<file path="src/rtl/xsp_pkg.sv">
// ----------------------------------------------------------------------------
// xsp_pkg
// Types and constants shared by the table stream parser modules.
// ----------------------------------------------------------------------------
package xsp_pkg;

  localparam int unsigned COORD_BITS_DEF = 16;
  localparam int unsigned OUT_DATA_W     = 80;

  localparam logic [15:0] KIND_TABLE  = 16'd16;
  localparam logic [15:0] KIND_FLOAT  = 16'd1;
  localparam logic [15:0] KIND_STRING = 16'd2;
  localparam logic [15:0] KIND_BLANK  = 16'd5;
  localparam logic [15:0] HDR_SIZE    = 16'd4;
  localparam logic [7:0]  FLT_LAST    = 8'd7;

  typedef enum logic [2:0] {
    EV_DIMS      = 3'd0,
    EV_STR_BYTE  = 3'd1,
    EV_STR_EMPTY = 3'd2,
    EV_FLT_BYTE  = 3'd3,
    EV_UNKNOWN   = 3'd4,
    EV_NOT_TABLE = 3'd5,
    EV_BAD_SIZE  = 3'd6
  } evt_t;

  typedef enum logic [10:0] {
    PH_HDR_TYPE   = 11'b000_0000_0001,
    PH_HDR_SIZE   = 11'b000_0000_0010,
    PH_HDR_HEIGHT = 11'b000_0000_0100,
    PH_HDR_WIDTH  = 11'b000_0000_1000,
    PH_BLK_TYPE   = 11'b000_0001_0000,
    PH_BLK_SIZE   = 11'b000_0010_0000,
    PH_STR_LEN    = 11'b000_0100_0000,
    PH_STR_DATA   = 11'b000_1000_0000,
    PH_FLT_DATA   = 11'b001_0000_0000,
    PH_BLANK_CNT  = 11'b010_0000_0000,
    PH_SKIP       = 11'b100_0000_0000
  } phase_t;

  typedef struct packed {
    logic clear;
    logic hold_low;
    logic set_height;
    logic set_width;
    logic set_kind;
    logic set_block;
    logic dec_block;
    logic set_cell_len;
    logic str_byte;
    logic flt_byte;
    logic flt_wrap;
    logic advance;
    logic load_blank;
    logic emit;
    evt_t ev;
  } cmd_t;

  typedef struct packed {
    logic word_is_table;
    logic word_is_four;
    logic word_zero;
    logic kind_string;
    logic kind_float;
    logic kind_blank;
    logic byte_zero;
    logic block_le1;
    logic cell_left_one;
    logic cbc_ge7;
    logic blank_busy;
    logic out_full;
  } sts_t;

endpackage

</file>
<file path="src/rtl/xltable_stream_parser_core.sv">
// ----------------------------------------------------------------------------
// xltable_stream_parser_core
// Byte-serial parser for binary table messages: header check, typed block
// walk, cell position tracking and one tagged result per payload byte.
//
//   Channel  Direction  Beat
//   in_      slave      one message byte, tlast on the final byte
//   out_     master     one tagged result (event in tuser, tlast = cell end)
//
// One byte is taken per cycle while the result register has room and no blank
// block is running. A blank block advances the cell position one cell per cycle
// after its count word; input is held off while the blank counter runs.
// A header error drops every further byte until the beat with tlast.
// Synchronous active-low reset; tlast also returns the parser to its start.
// A stalled result register holds off input, even a byte that yields no result.
// ----------------------------------------------------------------------------
module xltable_stream_parser_core #(
  parameter int unsigned COORD_BITS = xsp_pkg::COORD_BITS_DEF
) (
  input  logic                            clk,
  input  logic                            rst_n,
  input  logic                            in_tvalid,
  output logic                            in_tready,
  input  logic [7:0]                      in_tdata,   // data_byte
  input  logic                            in_tlast,
  output logic                            out_tvalid,
  input  logic                            out_tready,
  // row[15:0], column[31:16], payload[39:32], byte_index[47:40],
  // table_height[63:48], table_width[79:64]
  output logic [xsp_pkg::OUT_DATA_W-1:0]  out_tdata,
  output logic [2:0]                      out_tuser,  // event_res
  output logic                            out_tlast
);
  import xsp_pkg::*;

  cmd_t cmd;
  sts_t sts;

  xsp_ctrl u_ctrl (
    .clk        (clk),
    .rst_n      (rst_n),
    .in_tvalid  (in_tvalid),
    .in_tlast   (in_tlast),
    .out_tready (out_tready),
    .sts        (sts),
    .in_tready  (in_tready),
    .cmd        (cmd)
  );

  xsp_datapath #(
    .COORD_BITS (COORD_BITS)
  ) u_dp (
    .clk        (clk),
    .rst_n      (rst_n),
    .in_tdata   (in_tdata),
    .out_tready (out_tready),
    .cmd        (cmd),
    .sts        (sts),
    .out_tvalid (out_tvalid),
    .out_tdata  (out_tdata),
    .out_tuser  (out_tuser),
    .out_tlast  (out_tlast)
  );

endmodule

</file>
<file path="src/rtl/xsp_ctrl.sv">
// ----------------------------------------------------------------------------
// xsp_ctrl
// Parse phase state machine; issues datapath commands per accepted byte.
// ----------------------------------------------------------------------------
module xsp_ctrl (
  input  logic          clk,
  input  logic          rst_n,
  input  logic          in_tvalid,
  input  logic          in_tlast,
  input  logic          out_tready,
  input  xsp_pkg::sts_t sts,
  output logic          in_tready,
  output xsp_pkg::cmd_t cmd
);
  import xsp_pkg::*;

  phase_t phase_r, phase_nxt;
  logic   parity_r, parity_nxt;
  logic   halted_r, halted_nxt;
  logic   fire;

  assign in_tready = !sts.blank_busy && (!sts.out_full || out_tready);
  assign fire      = in_tvalid && in_tready;

  always_comb begin
    cmd        = '0;
    cmd.ev     = EV_DIMS;
    phase_nxt  = phase_r;
    parity_nxt = parity_r;
    halted_nxt = halted_r;
    if (fire && !halted_r) begin
      case (phase_r)
        PH_STR_LEN: begin
          cmd.dec_block = 1'b1;
          if (sts.byte_zero) begin
            cmd.emit    = 1'b1;
            cmd.ev      = EV_STR_EMPTY;
            cmd.advance = 1'b1;
            phase_nxt   = sts.block_le1 ? PH_BLK_TYPE : PH_STR_LEN;
          end else begin
            cmd.set_cell_len = 1'b1;
            phase_nxt        = PH_STR_DATA;
          end
        end
        PH_STR_DATA: begin
          cmd.dec_block = 1'b1;
          cmd.emit      = 1'b1;
          cmd.ev        = EV_STR_BYTE;
          cmd.str_byte  = 1'b1;
          if (sts.cell_left_one) begin
            cmd.advance = 1'b1;
            phase_nxt   = sts.block_le1 ? PH_BLK_TYPE : PH_STR_LEN;
          end
        end
        PH_FLT_DATA: begin
          cmd.dec_block = 1'b1;
          cmd.emit      = 1'b1;
          cmd.ev        = EV_FLT_BYTE;
          cmd.flt_byte  = 1'b1;
          if (sts.cbc_ge7) begin
            cmd.flt_wrap = 1'b1;
            cmd.advance  = 1'b1;
            phase_nxt    = sts.block_le1 ? PH_BLK_TYPE : PH_FLT_DATA;
          end
        end
        PH_SKIP: begin
          cmd.dec_block = 1'b1;
          if (sts.block_le1) begin
            phase_nxt = PH_BLK_TYPE;
          end
        end
        default: begin
          if (!parity_r) begin
            cmd.hold_low = 1'b1;
            parity_nxt   = 1'b1;
          end else begin
            parity_nxt = 1'b0;
            case (phase_r)
              PH_HDR_TYPE: begin
                if (sts.word_is_table) begin
                  phase_nxt = PH_HDR_SIZE;
                end else begin
                  halted_nxt = 1'b1;
                  cmd.emit   = 1'b1;
                  cmd.ev     = EV_NOT_TABLE;
                end
              end
              PH_HDR_SIZE: begin
                if (sts.word_is_four) begin
                  phase_nxt = PH_HDR_HEIGHT;
                end else begin
                  halted_nxt = 1'b1;
                  cmd.emit   = 1'b1;
                  cmd.ev     = EV_BAD_SIZE;
                end
              end
              PH_HDR_HEIGHT: begin
                cmd.set_height = 1'b1;
                phase_nxt      = PH_HDR_WIDTH;
              end
              PH_HDR_WIDTH: begin
                cmd.set_width = 1'b1;
                cmd.emit      = 1'b1;
                cmd.ev        = EV_DIMS;
                phase_nxt     = PH_BLK_TYPE;
              end
              PH_BLK_TYPE: begin
                cmd.set_kind = 1'b1;
                phase_nxt    = PH_BLK_SIZE;
              end
              PH_BLK_SIZE: begin
                cmd.set_block = 1'b1;
                if (sts.kind_string) begin
                  phase_nxt = sts.word_zero ? PH_BLK_TYPE : PH_STR_LEN;
                end else if (sts.kind_float) begin
                  phase_nxt = sts.word_zero ? PH_BLK_TYPE : PH_FLT_DATA;
                end else if (sts.kind_blank) begin
                  phase_nxt = PH_BLANK_CNT;
                end else begin
                  cmd.emit  = 1'b1;
                  cmd.ev    = EV_UNKNOWN;
                  phase_nxt = sts.word_zero ? PH_BLK_TYPE : PH_SKIP;
                end
              end
              default: begin
                cmd.load_blank = 1'b1;
                phase_nxt      = PH_BLK_TYPE;
              end
            endcase
          end
        end
      endcase
    end
    if (fire && in_tlast) begin
      cmd.clear  = 1'b1;
      phase_nxt  = PH_HDR_TYPE;
      parity_nxt = 1'b0;
      halted_nxt = 1'b0;
    end
  end

  always_ff @(posedge clk) begin
    if (!rst_n) begin
      phase_r  <= PH_HDR_TYPE;
      parity_r <= 1'b0;
      halted_r <= 1'b0;
    end else begin
      phase_r  <= phase_nxt;
      parity_r <= parity_nxt;
      halted_r <= halted_nxt;
    end
  end

endmodule

</file>
<file path="src/rtl/xsp_datapath.sv">
// ----------------------------------------------------------------------------
// xsp_datapath
// Word assembly, block and cell counters, cell position and result register.
// ----------------------------------------------------------------------------
module xsp_datapath #(
  parameter int unsigned COORD_BITS = xsp_pkg::COORD_BITS_DEF
) (
  input  logic                            clk,
  input  logic                            rst_n,
  input  logic [7:0]                      in_tdata,
  input  logic                            out_tready,
  input  xsp_pkg::cmd_t                   cmd,
  output xsp_pkg::sts_t                   sts,
  output logic                            out_tvalid,
  output logic [xsp_pkg::OUT_DATA_W-1:0]  out_tdata,
  output logic [2:0]                      out_tuser,
  output logic                            out_tlast
);
  import xsp_pkg::*;

  logic [7:0]            low_r;
  logic [15:0]           kind_r;
  logic [15:0]           block_left_r;
  logic [7:0]            cell_left_r;
  logic [7:0]            cbc_r;
  logic [COORD_BITS-1:0] row_r;
  logic [COORD_BITS-1:0] col_r;
  logic [COORD_BITS-1:0] width_r;
  logic [COORD_BITS-1:0] height_r;
  logic [15:0]           blank_left_r;

  logic [15:0]           word;
  logic [COORD_BITS-1:0] col_inc;
  logic                  wrap;
  logic                  blank_busy;
  logic                  adv;

  logic                  out_valid_r;
  logic [2:0]            ev_r;
  logic [15:0]           o_row_r, o_col_r, o_h_r, o_w_r;
  logic [7:0]            o_pay_r, o_idx_r;
  logic                  o_last_r;
  logic [7:0]            pay_nxt, idx_nxt;
  logic                  last_nxt;
  logic [15:0]           w_nxt;

  assign word       = {in_tdata, low_r};
  assign col_inc    = col_r + 1'b1;
  assign wrap       = (col_inc >= width_r);
  assign blank_busy = (blank_left_r != '0);
  assign adv        = cmd.advance || blank_busy;

  assign sts.word_is_table = (word == KIND_TABLE);
  assign sts.word_is_four  = (word == HDR_SIZE);
  assign sts.word_zero     = (word == '0);
  assign sts.kind_string   = (kind_r == KIND_STRING);
  assign sts.kind_float    = (kind_r == KIND_FLOAT);
  assign sts.kind_blank    = (kind_r == KIND_BLANK);
  assign sts.byte_zero     = (in_tdata == '0);
  assign sts.block_le1     = (block_left_r <= 16'd1);
  assign sts.cell_left_one = (cell_left_r == 8'd1);
  assign sts.cbc_ge7       = (cbc_r >= FLT_LAST);
  assign sts.blank_busy    = blank_busy;
  assign sts.out_full      = out_valid_r;

  always_ff @(posedge clk) begin
    if (!rst_n || cmd.clear) begin
      low_r        <= '0;
      kind_r       <= '0;
      block_left_r <= '0;
      cell_left_r  <= '0;
      cbc_r        <= '0;
      row_r        <= '0;
      col_r        <= '0;
      width_r      <= '0;
      height_r     <= '0;
      blank_left_r <= '0;
    end else begin
      if (cmd.hold_low)   low_r    <= in_tdata;
      if (cmd.set_height) height_r <= word[COORD_BITS-1:0];
      if (cmd.set_width)  width_r  <= word[COORD_BITS-1:0];
      if (cmd.set_kind)   kind_r   <= word;
      if (cmd.set_block) begin
        block_left_r <= word;
        cell_left_r  <= '0;
        cbc_r        <= '0;
      end else if (cmd.dec_block && block_left_r != '0) begin
        block_left_r <= block_left_r - 1'b1;
      end
      if (cmd.set_cell_len) begin
        cell_left_r <= in_tdata;
        cbc_r       <= '0;
      end
      if (cmd.str_byte) begin
        cell_left_r <= cell_left_r - 1'b1;
        cbc_r       <= cbc_r + 1'b1;
      end
      if (cmd.flt_byte) begin
        cbc_r <= cmd.flt_wrap ? '0 : cbc_r + 1'b1;
      end
      if (cmd.load_blank) begin
        blank_left_r <= word;
      end else if (blank_busy) begin
        blank_left_r <= blank_left_r - 1'b1;
      end
      if (adv) begin
        col_r <= wrap ? '0 : col_inc;
        row_r <= wrap ? row_r + 1'b1 : row_r;
      end
    end
  end

  always_comb begin
    case (cmd.ev)
      EV_STR_BYTE, EV_FLT_BYTE:   pay_nxt = in_tdata;
      EV_UNKNOWN:                 pay_nxt = kind_r[7:0];
      EV_NOT_TABLE, EV_BAD_SIZE:  pay_nxt = low_r;
      default:                    pay_nxt = '0;
    endcase
    case (cmd.ev)
      EV_STR_BYTE, EV_FLT_BYTE:   idx_nxt = cbc_r;
      default:                    idx_nxt = '0;
    endcase
    case (cmd.ev)
      EV_STR_BYTE:  last_nxt = (cell_left_r == 8'd1);
      EV_FLT_BYTE:  last_nxt = (cbc_r == FLT_LAST);
      EV_STR_EMPTY: last_nxt = 1'b1;
      default:      last_nxt = 1'b0;
    endcase
    w_nxt = (cmd.ev == EV_DIMS) ? 16'(word[COORD_BITS-1:0]) : 16'(width_r);
  end

  always_ff @(posedge clk) begin
    if (!rst_n) begin
      out_valid_r <= 1'b0;
    end else if (cmd.emit) begin
      out_valid_r <= 1'b1;
    end else if (out_tready) begin
      out_valid_r <= 1'b0;
    end
  end

  always_ff @(posedge clk) begin
    if (cmd.emit) begin
      ev_r     <= cmd.ev;
      o_row_r  <= 16'(row_r);
      o_col_r  <= 16'(col_r);
      o_pay_r  <= pay_nxt;
      o_idx_r  <= idx_nxt;
      o_last_r <= last_nxt;
      o_h_r    <= 16'(height_r);
      o_w_r    <= w_nxt;
    end
  end

  assign out_tvalid = out_valid_r;
  assign out_tuser  = ev_r;
  assign out_tlast  = o_last_r;
  assign out_tdata  = {o_w_r, o_h_r, o_idx_r, o_pay_r, o_col_r, o_row_r};

endmodule

</file>
<file path="config.mk">
export PLATFORM = sky130hd
export DESIGN_NAME = xltable_stream_parser_core
export DESIGN_NICKNAME = d
export VERILOG_FILES = /design/src/rtl/xsp_pkg.sv /design/src/rtl/xltable_stream_parser_core.sv /design/src/rtl/xsp_ctrl.sv /design/src/rtl/xsp_datapath.sv
export SDC_FILE = /design/constraint.sdc
export NUM_CORES = 1
export LEC_CHECK = 0
export BUFFER_PORTS_ARGS = -buffer_cell sky130_fd_sc_hd__buf_2
export CORE_AREA = 5 5 159 161
export DETAILED_ROUTE_END_ITERATION = 6
export DIE_AREA = 0 0 164 166
export GPL_ROUTABILITY_DRIVEN = 0
export GPL_TIMING_DRIVEN = 0
export PLACE_DENSITY = 0.66
export SYNTH_ARGS = -nofsm -noshare
export SYNTH_HDL_FRONTEND = slang
export SYNTH_HIERARCHICAL = 1
export SYNTH_SLANG_ARGS = --single-unit
</file>
<file path="constraint.sdc">
create_clock -name clk -period 16.99 [get_ports clk]
set_clock_uncertainty 0.2 [all_clocks]
set_input_delay 0.8495 -clock clk [delete_from_list [all_inputs] [get_ports clk]]
set_output_delay 0.8495 -clock clk [all_outputs]
set_load 0.01 [all_outputs]
</file>
Word level (Yosys, flattened, before mapping)
Index checks and enable logic that the tools add are counted.

cells by class
  add/sub/neg operators = 6
  multiply operators = 0
  divide/modulo/power cells = 0
  magnitude comparators = 3
  eq/ne operators = 30
  shift-type cells = 0
  mux-type cells = 66
  bitwise logic cells = 2
  reductions and logical operators = 33

operator list
  cell                                                    number
  2-to-1 mux 11 bit                                       11
  2-to-1 mux 16 bit                                       7
  2-to-1 mux 8 bit                                        7
  one-hot mux 11 bit (5 select lines)                     1
  one-hot mux 11 bit (4 select lines)                     1
  adder 16 x 1 -> 16 bit (second input constant)          2
  equality test 16 x 3 -> 1 bit (second input constant)   2
  one-hot mux 4 bit (4 select lines)                      2
  nonzero test 16 bit                                     2
  subtractor 16 x 1 -> 16 bit (second input constant)     2
  2-to-1 mux 4 bit                                        7
  one-hot mux 8 bit (3 select lines)                      1
  2-to-1 mux 1 bit                                        18
  2-to-1 mux 9 bit                                        2
  equality test 16 x 1 -> 1 bit (second input constant)   1
  equality test 16 x 2 -> 1 bit (second input constant)   1
  equality test 16 x 5 -> 1 bit (second input constant)   1
  >= comparator 16 bit                                    1
  <= comparator 16 x 1 -> 1 bit (second input constant)   1
  logical NOT 16 bit                                      1
  2-to-1 mux 7 bit                                        2
  inequality test 6 x 2 -> 1 bit (second input constant)  2
  equality test 11 x 1 -> 1 bit (second input constant)   1
  equality test 11 bit (second input constant)            1
  other kinds (38)                                        63

word-level totals
  register bits = 234
  bits in latches = 0
  RAM bits = 0
  memory bits (read-only) = 0
  logic and storage cells = 162
  memories = 0

Longest topological paths before layout
Gate-level depths: netlist of the first run.

  depth after elaboration = 12
  gate-level depth with buffers = 16
  gate-level depth less buffers = 14

Cells and area by module
The synthesis of the first run kept the hierarchy.

by module, submodules not included
  module        instances  cells an instance  area each (um2)  seq. area each (um2)
  xsp_datapath  1          965                9932.0           5265.0
  xsp_ctrl      1          167                1258.7           260.2

Least setup slack after synthesis of the first run
OpenSTA, ideal clock, no wires.

  path kind = reg2reg
  start point = register u_dp.blank_left_r[0]
  end point = register u_dp.o_col_r[0] (enable)
  library setup time = 0.462 ns
  arrival = 4.957 ns
  path slack = 11.371 ns
  cell stages (with the launch flop) = 11
  buffers on the path = 1
  period minus slack after synthesis = 5.619 ns
  cell sequence = dfxtp_1 -> inv_1 -> ha_1 -> or3b_4 -> nand2b_4 -> or3_4 -> or3_1 -> buf_4 -> nor4_1 -> nand3_2 -> o21ai_2

RTL lines
  what                    line                 text
  start, declared         xsp_datapath.sv:30   logic [15:0] blank_left_r;
  start signal, assigned  xsp_datapath.sv:102  blank_left_r <= word;
  start signal, assigned  xsp_datapath.sv:104  blank_left_r <= blank_left_r - 1'b1;
  end signal, assigned    xsp_datapath.sv:147  o_col_r <= 16'(col_r);
  end, declared           xsp_datapath.sv:40   logic [15:0] o_row_r, o_col_r, o_h_r, o_w_r;

==> flow_summary.yaml, run 1 <==
route:
  drc: 0
  detail_route.iter0.violations: 642
  antenna_violation_net_count_after_detailed_routing: 0
  detailroute.via_count: 8901
  firstDrtPassIters: 5
  detail_routed_via_count_per_cell: 5.58
  route.final.wire_length_mm: 27.9
  wl_per_cell_um: 17.5
sta:
  setup-violations-final: 0
  fraction_of_the_cycle_the_final_worst_path_needs_pct: 33.5
  timing.slew.headroom_pct: 24.9
  worst_slew_pin_slew_ns: 1.11
  grt_setup_unrepaired: "no"
  setup-tns-final_ns: 0
  final_max_slew_viol_count: 0
  final_hold_viol_count: 0
  period_minus_slack_ns: 5.69
  timing.fmax_ghz: 0.176
min_path:
  hold_start: "u_dp/height_r[9]$_SDFFE_PP0P_"
  min-delay-path-class: "flop to flop"
logic_synthesis:
  postSynthNetCount: 1169
  synth.top_cell.area_share_pct: 26.8
  synth_cells: 1132
  synthTopCellsByArea: "dfxtp_1, edfxtp_1, mux2i_1"
  synth_enable_flop_cells: 84
  ys_dominant_reg_cell: "dfxtp_1"
  synth-warning-count: 6
  yosys_register_bits: 234
  post_synthesis_sequential_area_ratio_pct: 49.4
  netlist.top_cell.by_area: "dfxtp_1"
  post_synthesis_cell_area_um2: 11200
  synth.lib_cells_used.distinct: 85
  syn_avg_cell_area_um2: 9.89
  async_sr_flop_fraction_pct: 0
finish:
  layout.cells.most_common: "dfxtp_1"
  final_nets: 1289
  antenna-diode-count: 0
  post_route_cells_drive_above_1_share_pct: 14.8
  syn2layout_area_growth_pct: 15.1
  fillerInstances: 2186
  final_cell_mix: "dfxtp_1, nor2_1, buf_2, edfxtp_1, nand2_1"
  post-route-cell-area_um2: 12900
worst_setup_path:
  cp_data_required_time_ns: 17.19
  timing_worst_setup_path_type: "flop to flop"
  critical_path.max_stage_delay_ns: 0.69
  timing.critical_path.from: "u_dp/blank_left_r[0]$_SDFFE_PP0P_"
  cp_max_fo: 10
  critical_path.reg2reg.startpoint: "u_dp/blank_left_r[0]$_SDFFE_PP0P_"
  critPathArrivalTime_ns: 5.89
  crit_path_cell_trace: "inv_1, ha_1, or3b_4, nand2b_4, or3_4, or3_1, buf_4, nor4_1, nand3_2, nor4b_1, clkbuf_1, buf_1, mux2i_1, nor2_1"
  timing.critical_path.slowest_stage_cell: "nor4_1"
  critical_path.endpoint_type: "flop"
  startpoint_type: "flop"
clocking:
  clock-root-buffer: "clkbuf_16"
  clkLatencyLatePin_ns: 0.53
  post_cts.resized_instances: 0
  post_cts_setup_repair_buffer_count: 0
  hold_buffer_count_at_cts: 0
  tritoncts_clock_tree: "built"
  cts_max_path_buffers: 3
  clock-sinks: 234
  clkTransAtPathRegs_ns: 0.06
  h_tree_level_count: 1
  clock_buffer_count_from_cts: 25
power:
  leakage_power_summed_over_all_cells_nw: 4.75
  power.switching_fraction_pct: 29.1
  power_switching_mw: 0.414
  seq_power_share_pct: 43.8
  pwr_density_cell_nw_per_um2: 111
  fraction_of_power_consumed_by_the_clock_network_pct: 35.9
  irDropWorstVdd_v: 0.0000641
  internal-power_mw: 1.01
  combPwrFrac_pct: 20.3
die:
  rows: 57
  die_width_um: 164
  floorplan.core_area_um2: 23800
  chipHeight_um: 166
  starting_utilization_of_the_core_area_pct: 47.0
  pin_count: 99
  fp.dieArea_um2: 27200
global_route:
  grt_pass1_wl_mm: 44.9
  grt_pass1_vias: 8387
  antenna_found_initial: 0
  grt_overflow_total: 0
  grt_usage_pct: 20.1
  grt_max_degree: 35
run_status:
  outcome: "completed"
place:
  buffer_ports.inserted: 90
  dpl.hpwl_mm: 19.8
  dpl_cell_area_um2: 12100
run:
  drv_cap: 0
[power groups by stage]
stage | logic (mW) | clock network [mW] | registers (mW)
3_3_place_gp | 0.281 | 0 | 0.635
6_report | 0.290 | 0.510 | 0.623
4_1_cts | 0.289 | 0.523 | 0.623
5_1_grt | 0.319 | 0.551 | 0.626
3_5_place_dp | 0.288 | 0 | 0.635
2_1_floorplan | 0.222 | 0 | 0.631
[final cells by class]
cell class | count | area [um^2] | share of cell area, %
Buffer | 73 | 360 | 2.80
Clock inverter | 15 | 106 | 0.826
Inverter | 41 | 154 | 1.19
Sequential cell | 234 | 5530 | 42.9
Tap cell | 324 | 405 | 3.15
Multi-Input combinational cell | 784 | 5160 | 40.1
Timing Repair Buffer | 93 | 510 | 3.96
Clock buffer | 31 | 658 | 5.11
[critical path: cells and delay by family, from the launching register on]
family	cells	cell delay [ns]
AND/OR/NAND/NOR	8	3.20
buffers and inverters	4	1.30
flip-flops	1	0.35
multiplexers	1	0.27
adder cells (fa/ha/maj)	1	0.20
[worst paths after layout]
path / end / slack [ns] / depth (start not counted)
worst max-delay path: u_dp/kind_r[10]$_SDFFE_PP0P_ / 11.30 / 14
worst min-delay path: u_dp/o_h_r[9]$_DFFE_PP_ / 0.23 / 0
worst max register to register: u_dp/kind_r[10]$_SDFFE_PP0P_ / 11.30 / 14
worst min register to register: u_dp/o_h_r[9]$_DFFE_PP_ / 0.23 / 0
[sequential cells by signal, summed over array words and instances, names as in the netlist, 11 cells and up]
register           cells
u_dp/height_r         16
u_dp/col_r            16
u_dp/o_h_r            16
u_dp/row_r            16
u_dp/kind_r           16
u_dp/block_left_r     16
u_ctrl/phase_r        11
u_dp/o_col_r          16
u_dp/blank_left_r     16
u_dp/o_w_r            16
u_dp/width_r          16
u_dp/o_row_r          16
[layer usage]
| layer | share of wire (%) | vias up | GRT usage, % | routed length (um) |
|---|---|---|---|---|
| met1 | 46 | 4257 | 29.0 | 12800 |
| met5 | 0 | - | 0 | 0 |
| met4 | 1.8 | 0 | 5.25 | 503 |
| met2 | 46 | 255 | 31.9 | 12900 |
| li1 | - | 4352 | - | - |
| met3 | 6.1 | 37 | 3.03 | 1710 |
[logic make-up (layout without fill, tap and decap cells)]
kind of cell             count (synthesis)  in the layout  share of synthesized area (%)
AND/OR/NAND/NOR                        429            429                           20.9
AO/OA/AOI/OAI                          215            215                           12.5
XOR/XNOR                                41             41                           3.21
flip-flops                             234            234                           49.4
buffers and inverters                  114            253                           4.60
adder cells (fa/ha/maj)                 24             24                           2.68
multiplexers                            75             75                           6.73
[Yosys cell counts, types with 5 or more instances]
master,instances
and3_1,11
nor3b_1,10
or3_1,12
nand4_1,15
and4_1,5
a22o_1,16
and2_1,11
xor2_1,17
edfxtp_1,84
clkbuf_1,46
nor3_1,24
a211oi_1,9
nor2_1,129
inv_1,40
or4_1,11
nor4b_1,9
nor2b_1,13
nand3_1,34
ha_1,24
xnor2_1,24
nand2b_1,10
a31oi_1,10
o21ai_0,59
nand2_2,6
a21oi_1,57
nor4_1,15
a21oi_2,8
o31ai_1,11
mux2i_1,73
dfxtp_1,150
nand2_1,77
or4b_1,5
buf_1,9
buf_2,9
[stage by stage]
step / util, % / total power [mW] / instances / setup slack, ns / hold slack, ns
2_1_floorplan: - / 0.853 / 1132 / 11.37 / 0.208
3_3_place_gp: 50.6 / 0.916 / 1546 / 9.90 / 0.213
3_5_place_dp: 50.9 / 0.923 / 1549 / 11.43 / 0.216
4_1_cts: 54.1 / 1.43 / 1595 / 11.39 / 0.233
5_1_grt: 54.1 / 1.50 / 1595 / 11.15 / 0.229
6_report: 54.1 / 1.42 / 1595 / 11.30 / 0.230
Power figures use the tool's default switching activity.
==> run 2: changes to the inputs <==
Settings changed: ABC_AREA set to 1, CORE_AREA 5 5 159 161 to 5 5 162 164, DIE_AREA 0 0 164 166 to 0 0 167 169.
Clock period 16.99 ns to 5.5 ns, I/O delays scaled along.
==> flow_summary.yaml, run 2 <==
run_status:
  outcome: "completed"
logic_synthesis:
  synth.top_cell.area_share_pct: 25.9
  yosys_register_bits: 234
  synth_cells: 1400
  post_synthesis_sequential_area_ratio_pct: 47.6
  adder_cell_fraction_of_synth_area_pct: 2.59
  xor_xnor_share_of_the_synthesized_area_pct: 3.61
  synthTopCellsByArea: "dfxtp_1, edfxtp_1, nand2_1"
  synth.lib_cells_used.distinct: 52
  ys_dominant_reg_cell: "dfxtp_1"
  compound_cell_area_share_of_the_yosys_netlist_pct: 13.7
  muxShareOfSynthArea_pct: 0.0970
  synth_commonest_cells: "nand2_1, dfxtp_1, inv_1"
  syn_avg_cell_area_um2: 8.30
  synth-warning-count: 6
  post_synthesis_cell_area_um2: 11600
  combinational_family_with_the_most_area_after_synthesis: "simple AND/OR/NAND/NOR gates"
  netlist.top_cell.by_area: "dfxtp_1"
  async_sr_flop_fraction_pct: 0
  synthMostInstantiatedCell: "nand2_1"
  postSynthNetCount: 1437
  synth_enable_flop_cells: 84
  area_share_of_and_or_nand_nor_cells_after_synthesis_pct: 24.6
clocking:
  clock_buffer_count_from_cts: 26
  clkLatencyLatePin_ns: 0.54
  h_tree_level_count: 1
  tritoncts_clock_tree: "built"
  clock-sinks: 234
  clkTransAtPathRegs_ns: 0.06
  cts_max_path_buffers: 3
  post_cts_setup_repair_buffer_count: 0
  clock-root-buffer: "clkbuf_16"
worst_setup_path:
  cp_num_cells: 21
  crit_family: "simple AND/OR/NAND/NOR gates"
  critical_path.max_stage_delay_ns: 0.51
  crit_buf_inv: 6
  critical_path.reg2reg.startpoint: "u_dp/blank_left_r[0]$_SDFFE_PP0P_"
  r2r_cells: 21
  crit_path_cell_trace: "inv_1, ha_1, nand2_4, nor2_1, inv_1, nor2_1, inv_1, nor3_1, nand4_1, buf_4, a21oi_2, nand2_2, nor2_4, inv_1, a21oi_1, nand2_1, o21ai_1, nor2_1, nand2_1, clkbuf_1, o21ai_0"
  worst_r2r_endpoint: "u_dp/o_w_r[15]$_DFFE_PP_"
  timing_worst_setup_path_type: "flop to flop"
  timing.critical_path.slowest_stage_cell: "a21oi_1"
  critical_path.endpoint_type: "flop"
  crit_path_frequent_cell: "inv_1"
  startpoint_type: "flop"
  critPathArrivalTime_ns: 4.44
  cp_max_fo: 10
  cp_data_required_time_ns: 5.55
  regToRegSetupSlack_ns: 1.10
global_route:
  grt_pass1_wl_mm: 48.0
  grt_max_degree: 74
  grt_pass1_vias: 9105
  grt_usage_pct: 20.4
  antenna_found_initial: 0
  grt_overflow_total: 0
die:
  die_width_um: 167
  floorplan.core_area_um2: 24700
  chipHeight_um: 169
  rows: 58
  pin_count: 99
  starting_utilization_of_the_core_area_pct: 46.9
  fp.dieArea_um2: 28200
power:
  leakage_power_summed_over_all_cells_nw: 5.43
  power_switching_mw: 1.62
  seq_power_share_pct: 39.0
  combPwrFrac_pct: 23.9
  fraction_of_power_consumed_by_the_clock_network_pct: 37.0
  irDropWorstVdd_v: 0.000257
  pwr_density_cell_nw_per_um2: 372
  internal-power_mw: 3.45
  power.switching_fraction_pct: 31.9
run:
  drv_cap: 0
finish:
  layout.cells.most_common: "nand2_1"
  antenna-diode-count: 0
  final_cell_mix: "nand2_1, dfxtp_1, inv_1, nor2_1, a21oi_1"
  post_route_cells_drive_above_1_share_pct: 17.6
  finish.cell_count_without_fillers: 1890
  syn2layout_area_growth_pct: 17.4
  final_nets: 1577
route:
  firstDrtPassIters: 6
  detail_route.iter0.violations: 1109
  drc: 0
  wl_per_cell_um: 15.7
  detail_routed_via_count_per_cell: 5.24
  route.final.wire_length_mm: 29.6
  detailroute.via_count: 9912
  antenna_violation_net_count_after_detailed_routing: 0
min_path:
  worst_hold_path.num_cells: 7
  hold_start: "out_tready"
  min-delay-path-class: "input pin to flop"
  holdPathEnd: "u_ctrl/parity_r$_SDFFE_PP0P_"
sta:
  final_hold_viol_count: 0
  setup-violations-final: 0
  timing.fmax_ghz: 0.227
  worst_slew_pin_slew_ns: 0.740
  setup-tns-final_ns: 0
  timing.slew.headroom_pct: 50.7
  final_max_slew_viol_count: 0
  grt_setup_unrepaired: "no"
  period_minus_slack_ns: 4.40
  fraction_of_the_cycle_the_final_worst_path_needs_pct: 79.9
place:
  buffer_ports.inserted: 98
  dpl.hpwl_mm: 21.3
  place_inst: 1829
==> run 2: changes by cell type in the layout (fill, tap and decap cells not counted), sizes merged, moves of 17 or more <==
cell / change
xnor2: -17
or3: -18
nand3: +39
nand2: +202
nand4: +23
a21oi: +80
o21ai: +45
nor2: +29
xor2: +23
inv: +120
clkbuf: -20
mux2i: -73
==> run 2: repair_timing <==
item / 4_1_cts / 5_1_grt
gates resized for setup: 0 / 0
hold buffers: 13 / 0
endpoints found under the hold margin: 20 / 0
==> run 2: area by class of cell <==
cell class                 count  area (um^2)
sequential                   234         5530
buffer                        49          284
tap                          330          413
inverter                     165          621
fill                        2295        11100
timing repair buffer         112          648
clock buffer                  29          704
clock inverter                19          244
multi-input combinational    952         5190
==> run 2: metrics by stage <==
step	cell area [um^2]	worst slack, ns	hold WS [ns]	total power [mW]	util (%)
after global placement	12500	-0.405	0.213	3.18	50.6
final	13600	1.10	0.126	5.07	55.1
after detailed placement	12600	1.21	0.220	3.20	50.7
after floorplan	11600	0.860	0.203	2.90	-
after CTS	13600	1.17	0.107	5.09	55.1
after global routing	13600	0.718	0.190	5.31	55.1
==> run 2: worst max-delay path by stage <==
stage                                      start                          to
5_1_grt        u_dp/blank_left_r[0]$_SDFFE_PP0P_    u_dp/o_w_r[15]$_DFFE_PP_
3_3_place_gp   u_dp/blank_left_r[0]$_SDFFE_PP0P_  u_dp/o_row_r[11]$_DFFE_PP_
3_5_place_dp   u_dp/blank_left_r[0]$_SDFFE_PP0P_    u_dp/o_w_r[15]$_DFFE_PP_
6_report       u_dp/blank_left_r[0]$_SDFFE_PP0P_    u_dp/o_w_r[15]$_DFFE_PP_
2_1_floorplan  u_dp/blank_left_r[0]$_SDFFE_PP0P_   u_dp/o_col_r[0]$_DFFE_PP_
4_1_cts        u_dp/blank_left_r[0]$_SDFFE_PP0P_    u_dp/o_w_r[15]$_DFFE_PP_
==> run 2: power by group through the flow <==
stage          registers, mW  logic (mW)  clock network (mW)
2_1_floorplan           1.99       0.910                   0
3_3_place_gp            2.01        1.17                   0
3_5_place_dp            2.01        1.18                   0
4_1_cts                 1.98        1.20                1.91
5_1_grt                 1.99        1.34                1.98
6_report                1.98        1.21                1.88
==> run 2: cells by family after synthesis <==
family,count (synthesis)
and+or+nand+nor,599
AOI/OAI and AO/OA,281
DFF,234
buffers and inverters,214
xor gates and xnor gates,47
adders and majority gates,24
muxes,1
==> run 2: worst min-delay path, delay by kind of cell <==
kind | cells | cell delay, ns
compound gates | 2 | 0.13
simple gates | 3 | 0.25
buf+inv | 2 | 0.16
==> run 2: layer usage <==
metal  routed length (um)  vias to the layer above  global-route usage (%)  part of all wire, %
li1                     -                     4960                       -                    -
met1                13300                     4600                    29.3                   45
met2                13700                      316                    33.0                   46
met3                 2030                       36                    2.90                  6.9
met4                  518                        0                    4.48                  1.8
met5                    0                        -                       0                    0
